==> src/crc_cfr_pkg.sv <==
`timescale 1ns / 1ps

package crc_cfr_pkg;

    localparam int PAYLOAD_BYTES = 6;

    localparam logic [15:0] CRC_POLY = 16'hA001;
    localparam logic [15:0] CRC_INIT = 16'hFFFF;
    localparam logic [11:0] DUTY_MAX = 12'd4095;
    localparam int          DUTY_SHIFT = 10;

    localparam logic [2:0] POS_BITS   = 3'd1;
    localparam logic [2:0] POS_A_LO   = 3'd2;
    localparam logic [2:0] POS_A_HI   = 3'd3;
    localparam logic [2:0] POS_B_LO   = 3'd4;
    localparam logic [2:0] POS_B_HI   = 3'd5;
    localparam logic [2:0] POS_CRC_LO = 3'(PAYLOAD_BYTES);
    localparam logic [2:0] POS_CRC_HI = 3'(PAYLOAD_BYTES + 1);

    typedef struct packed {
        logic [11:0] duty_b;
        logic [11:0] duty_a;
        logic [2:0]  digital_out;
        logic        crc_ok;
    } result_t;

    function automatic logic [15:0] crc_byte(input logic [15:0] crc_in, input logic [7:0] b);
        logic [15:0] c;
        c = crc_in ^ {8'h00, b};
        for (int k = 0; k < 8; k++)
        begin
            if (c[0])
            begin
                c = (c >> 1) ^ CRC_POLY;
            end
            else
            begin
                c = c >> 1;
            end
        end
        return c;
    endfunction

    function automatic logic [11:0] scale_duty(input logic [15:0] raw);
        logic [27:0] prod;
        logic [17:0] quot;
        prod = 28'(raw) * 28'(DUTY_MAX);
        quot = prod[27:DUTY_SHIFT];
        return (quot[17:12] != 6'd0) ? DUTY_MAX : quot[11:0];
    endfunction

endpackage

==> src/crc16_command_frame_receiver_top.sv <==
`timescale 1ns / 1ps

// A frame result is built when its last CRC byte advances from the input register,
// and is loaded into the output register; other bytes produce no beat.
// Throughput: one byte per cycle, set by the combinational CRC byte update; the
// input stalls only while a result waits in the output register with m_axis_tready low.
// Reset (rst_n low, asynchronous): frame position 0, CRC 0xFFFF, all pending
// and held values 0, both stages empty.
module crc16_command_frame_receiver_top (
    input  logic        clk,
    input  logic        rst_n,
    input  logic        s_axis_tvalid,
    output logic        s_axis_tready,
    input  logic [7:0]  s_axis_tdata,   // [7:0] rx_byte
    input  logic        s_axis_tuser,   // [0] mode
    output logic        m_axis_tvalid,
    input  logic        m_axis_tready,
    output logic [31:0] m_axis_tdata    // [0] crc_ok, [3:1] digital_out,
                                        // [15:4] duty_a, [27:16] duty_b, [31:28] zero
);
    import crc_cfr_pkg::*;

    logic        in_valid_reg;
    logic [7:0]  in_byte_reg;
    logic        in_mode_reg;

    logic [2:0]  pos_reg, pos_next;
    logic [15:0] crc_reg, crc_next;
    logic [2:0]  pend_bits_reg, pend_bits_next;
    logic [15:0] raw_a_reg, raw_a_next;
    logic [15:0] raw_b_reg, raw_b_next;
    logic [7:0]  crc_lo_reg, crc_lo_next;
    logic [2:0]  held_bits_reg, held_bits_next;
    logic [11:0] held_duty_a_reg, held_duty_a_next;
    logic [11:0] held_duty_b_reg, held_duty_b_next;

    logic        out_valid_reg;
    result_t     out_reg;
    result_t     out_next;

    logic        advance;
    logic        result_load;
    logic        crc_match;

    assign advance       = in_valid_reg && (!out_valid_reg || m_axis_tready);
    assign s_axis_tready = !in_valid_reg || advance;
    assign crc_match     = ({in_byte_reg, crc_lo_reg} == crc_reg);
    assign result_load   = advance && !in_mode_reg && (pos_reg == POS_CRC_HI);

    always_comb
    begin
        pos_next         = pos_reg;
        crc_next         = crc_reg;
        pend_bits_next   = pend_bits_reg;
        raw_a_next       = raw_a_reg;
        raw_b_next       = raw_b_reg;
        crc_lo_next      = crc_lo_reg;
        held_bits_next   = held_bits_reg;
        held_duty_a_next = held_duty_a_reg;
        held_duty_b_next = held_duty_b_reg;
        if (in_mode_reg)
        begin
            pos_next = '0;
            crc_next = CRC_INIT;
        end
        else if (pos_reg == POS_CRC_HI)
        begin
            pos_next = '0;
            crc_next = CRC_INIT;
            if (crc_match)
            begin
                held_bits_next   = pend_bits_reg;
                held_duty_a_next = scale_duty(raw_a_reg);
                held_duty_b_next = scale_duty(raw_b_reg);
            end
        end
        else if (pos_reg == POS_CRC_LO)
        begin
            crc_lo_next = in_byte_reg;
            pos_next    = pos_reg + 3'd1;
        end
        else
        begin
            crc_next = crc_byte(crc_reg, in_byte_reg);
            pos_next = pos_reg + 3'd1;
            case (pos_reg)
                POS_BITS: pend_bits_next = in_byte_reg[2:0];
                POS_A_LO: raw_a_next     = {raw_a_reg[15:8], in_byte_reg};
                POS_A_HI: raw_a_next     = {in_byte_reg, raw_a_reg[7:0]};
                POS_B_LO: raw_b_next     = {raw_b_reg[15:8], in_byte_reg};
                POS_B_HI: raw_b_next     = {in_byte_reg, raw_b_reg[7:0]};
                default:  ;
            endcase
        end
    end

    always_comb
    begin
        out_next.crc_ok      = crc_match;
        out_next.digital_out = held_bits_next;
        out_next.duty_a      = held_duty_a_next;
        out_next.duty_b      = held_duty_b_next;
    end

    always_ff @(posedge clk or negedge rst_n)
    begin
        if (!rst_n)
        begin
            in_valid_reg <= 1'b0;
            in_byte_reg  <= '0;
            in_mode_reg  <= 1'b0;
        end
        else if (s_axis_tready)
        begin
            in_valid_reg <= s_axis_tvalid;
            in_byte_reg  <= s_axis_tdata;
            in_mode_reg  <= s_axis_tuser;
        end
    end

    always_ff @(posedge clk or negedge rst_n)
    begin
        if (!rst_n)
        begin
            pos_reg         <= '0;
            crc_reg         <= CRC_INIT;
            pend_bits_reg   <= '0;
            raw_a_reg       <= '0;
            raw_b_reg       <= '0;
            crc_lo_reg      <= '0;
            held_bits_reg   <= '0;
            held_duty_a_reg <= '0;
            held_duty_b_reg <= '0;
        end
        else if (advance)
        begin
            pos_reg         <= pos_next;
            crc_reg         <= crc_next;
            pend_bits_reg   <= pend_bits_next;
            raw_a_reg       <= raw_a_next;
            raw_b_reg       <= raw_b_next;
            crc_lo_reg      <= crc_lo_next;
            held_bits_reg   <= held_bits_next;
            held_duty_a_reg <= held_duty_a_next;
            held_duty_b_reg <= held_duty_b_next;
        end
    end

    always_ff @(posedge clk or negedge rst_n)
    begin
        if (!rst_n)
        begin
            out_valid_reg <= 1'b0;
        end
        else if (result_load)
        begin
            out_valid_reg <= 1'b1;
        end
        else if (m_axis_tready)
        begin
            out_valid_reg <= 1'b0;
        end
    end

    // hold the beat until taken
    always_ff @(posedge clk)
    begin
        if (result_load)
        begin
            out_reg <= out_next;
        end
    end

    assign m_axis_tvalid = out_valid_reg;
    assign m_axis_tdata  = {4'b0000, out_reg};

    assert property (@(posedge clk) disable iff (!rst_n)
        result_load |=> (pos_reg == 3'd0 && crc_reg == CRC_INIT))
        else $error("frame state not restarted after result");

    assert property (@(posedge clk) disable iff (!rst_n)
        (result_load && !crc_match) |=>
            (held_bits_reg == $past(held_bits_reg) &&
             held_duty_a_reg == $past(held_duty_a_reg) &&
             held_duty_b_reg == $past(held_duty_b_reg)))
        else $error("held values changed on CRC mismatch");

    assert property (@(posedge clk) disable iff (!rst_n)
        !s_axis_tready |-> (in_valid_reg && out_valid_reg && !m_axis_tready))
        else $error("input stalled without output backpressure");

    assert property (@(posedge clk) disable iff (!rst_n)
        (advance && in_mode_reg) |=> (pos_reg == 3'd0 && !$rose(m_axis_tvalid)))
        else $error("abort produced a result or kept frame position");

endmodule

==> config.mk <==
export PLATFORM = sky130hd
export DESIGN_NAME = crc16_command_frame_receiver_top
export DESIGN_NICKNAME = d
export VERILOG_FILES = /design/src/crc_cfr_pkg.sv /design/src/crc16_command_frame_receiver_top.sv
export SDC_FILE = /design/constraint.sdc
export NUM_CORES = 1
export LEC_CHECK = 0
export ABC_AREA = 1
export BUFFER_PORTS_ARGS = -buffer_cell sky130_fd_sc_hd__buf_4
export CAP_MARGIN = 30
export CORE_UTILIZATION = 45
export DETAILED_ROUTE_END_ITERATION = 16
export PLACE_DENSITY_LB_ADDON = 0.1
export SLEW_MARGIN = 5
export SYNTH_ARGS = -nofsm -noshare
export SYNTH_HDL_FRONTEND = slang
export SYNTH_SLANG_ARGS = --single-unit
==> constraint.sdc <==
create_clock -name clk -period 9.2 [get_ports clk]
set_input_delay 0.46 -clock clk [delete_from_list [all_inputs] [get_ports clk]]
set_output_delay 0.46 -clock clk [all_outputs]
set_load 0.01 [all_outputs]
==> key figures <==
Setup path
  • Setup crit end kind: register
  • Critical path class: reg -> reg
  • Worst path arrival time: around 6 ns
  • Max stage delay on crit path: around 0.67 ns
  • Crit path launch: raw_a_reg[5]
  • Worst reg2reg startpoint: raw_a_reg[5]
  • Critical Path Most Common Cell: fa_1
  • CP Launch Type: register
  • Crit-path max FO: 12
  • Crit path max-delay cell type: fa_1
  • Worst path buffer plus inverter count: 4
  • Crit path cell chain: fa_1, inv_1, fa_1, inv_1, fa_1, fa_1, inv_1, fa_1, inv_1, ha_1, nand2_1, nor2_1, nand2_1, nor3_1, nand2_1, nand4_1, nand2_1, nor2_2, nand3_1, and2_1
  • CP required: 9.39 ns
  • Largest delay share family, worst path: adder cells

STA
  • Period minus WS final: 5.70 ns
  • Setup ws final: 3.50 ns
  • Unrepaired setup endpoints after global routing: false
  • Final TNS setup: 0 ns
  • Slew HR: 42.1%
  • Max-slew violations: 0
  • Slew @ Worst Pin: 0.868 ns
  • Period utilisation layout: 62.0%
  • Final Setup Violations: 0
  • Max Fclk: 0.175 GHz
  • Final Hold Fails: 0
  • Clock Skew: 0.0137 ns

Global routing
  • First-pass GRT wire length: 62.0 mm
  • Initial antenna violation count: 2
  • GRT overflow: 0
  • Vias in the first global route: between 10000 and 15000
  • Global-route usage over all layers: 24.1%
  • Largest net degree at the start of global routing: 64

Floorplan
  • Num rows: 66
  • Die footprint: roughly 34000 um2
  • Die H: 184 um
  • CORE AREA: 32600 um2
  • DIE WIDTH: 184 um
  • Ports: 47
  • Initial Util: 45.8%

Clock network
  • Maximum clock path buffer count: 2
  • Number of buffers created by CTS: 17
  • H-tree depth: 4
  • Worst-path clk slew: 0.07 ns
  • Clock insertion delay at the later pin of the skew report: 0.44 ns
  • CTS tree: done
  • Hold-fix buffers, CTS: 0
  • Postcts setup bufs: 0
  • CTS Root Cell: clkbuf_16
  • Sink Count: between 100 and 150
  • Post-cts resize count: 0

Synth
  • FFs w/ async S/R, synth: about four fifths
  • Main synth FF type: dfrtp_1
  • Post-synth EDFFs: 28
  • Post-synth design cell area: around 15000 um2
  • Syn Inst Count: 1817
  • Largest cells by area after synthesis: fa_1 26%, dfrtp_1 14%, inv_1 11%
  • Synth cell types: 42
  • Synth area leader: fa_1
  • Sequential area share after synthesis: between 20% and 30%
  • Synth Area per Inst: about 8.2 um2
  • Warnings from Yosys: 0
  • Top cell type's share of synthesized area: 26.0%
  • #FFs+latches synth: 128

Detailed routing
  • Initial DRC count: about 580
  • Drc violations: 0
  • Final WL: 36.7 mm
  • Via density: 4.73
  • Pre-Repair DR Iteration Count: 5
  • Via count: 10900
  • Post-DRT Antenna Nets: 0
  • Drt wl/cell: about 16 um

Job
  • Max Cap Viol: 0

Placed design
  • Setup Slack @ Placement: 3.50 ns
  • Port Buffers: 42
  • Placed Cells: 2281
  • Post-DP HPWL: between 30 and 40 mm
  • Routability cong.: slightly above 0.9

Finish
  • Commonest non-fill, non-tap cell in the layout: inv_1
  • Util after Layout: 50.0%
  • Final #Nets: around 2200
  • Fillcell total: about 3200
  • Share of cells above drive strength 1: 10.4%
  • Final cell count without fillers: between 2000 and 2500
  • Most frequent cells in the layout: 448 x inv_1, 440 x nand2_1, 194 x fa_1
  • ANT cells: 0
  • Area grow syn2layout: 9.16%
  • Max reg flops: 28

Run status
  • Outcome: complete, no violations

Min path
  • HP Class: in -> async
-- synthesized netlist by cell type, types with 2 or more instances --
cell type and n:
nor2_4 4, o21bai_1 5, and2_1 7, clkbuf_1 10, nand3_1 63, nand3b_1 2
dfrtp_1 84, or2_2 26, a31oi_1 3, fa_1 194, nor3_2 3, dfstp_2 16
a21oi_1 42, o21ai_0 49, inv_2 13, edfxtp_1 28, xnor2_1 26, ha_1 118
o21ai_1 10, a22oi_1 2, nor3_1 3, nand2_2 13, nand4_1 20, nor2_2 13
nor2_1 91, nand3_2 26, o22ai_1 9, inv_1 448, nand2_1 440, buf_4 5
buf_6 3, buf_2 7, xor2_1 25
-- path summary, 6_finish.rpt --
path / slack (ns) / depth (start not counted) / end
setup / recovery: 3.50 / 20 / m_axis_tdata[14]
hold reg to reg: 0.47 / 2 / held_duty_b_reg[3]
min in group clk: 0.21 / 3 / in_valid_reg
hold / removal: 0.004 / 1 / raw_b_reg[1]
max in group asynchronous: 7.93 / 2 / held_duty_b_reg[1]
setup reg to reg: 3.50 / 20 / m_axis_tdata[14]
-- stage by stage --
step	instance area, um2	hold slack, ns
final	16300	0.00446
after global routing	16300	0.0474
after CTS	16300	0.0103
after detailed placement	15700	0.457
after global placement	15700	0.454
after floorplan	15000	0.164
-- kinds of logic after synthesis --
group,synth area share (%)
adders and majority gates,35.9
and+or+nand+nor,21.5
AOI/OAI and AO/OA,4.35
buffers and inverters,12.8
xor gates and xnor gates,2.99
DFF,22.5
other,0.0251
-- worst register-to-register path, delay by kind of cell (launching register included) --
family / cells / cell delay, ns
buf+inv: 4 / 0.26
flops: 1 / 0.45
fa+ha+maj: 6 / 2.98
simple gates: 10 / 1.79
-- routing by layer --
layer  vias up  track usage [%]  routed length, um
met3        26             4.62               1750
li1       5503                -                  -
met2       189             37.1              16300
met4         2             6.03                543
met1      5228             34.8              18000
met5         -                0                 13
-- final cells by class --
type | count | area (um2) | area share (%)
Clock buffer | 18 | 429 | 2.63
Timing Repair Buffer | 47 | 377 | 2.31
Multi-Input combinational cell | 1203 | 9680 | 59.4
Clock inverter | 14 | 178 | 1.09
Sequential cell | 128 | 3360 | 20.6
Inverter | 461 | 1730 | 10.6
Tap cell | 442 | 553 | 3.39
Power is left out: the tool's default activity adds up to more than one toggle a clock period on the data nets, which glitch-free logic cannot reach.
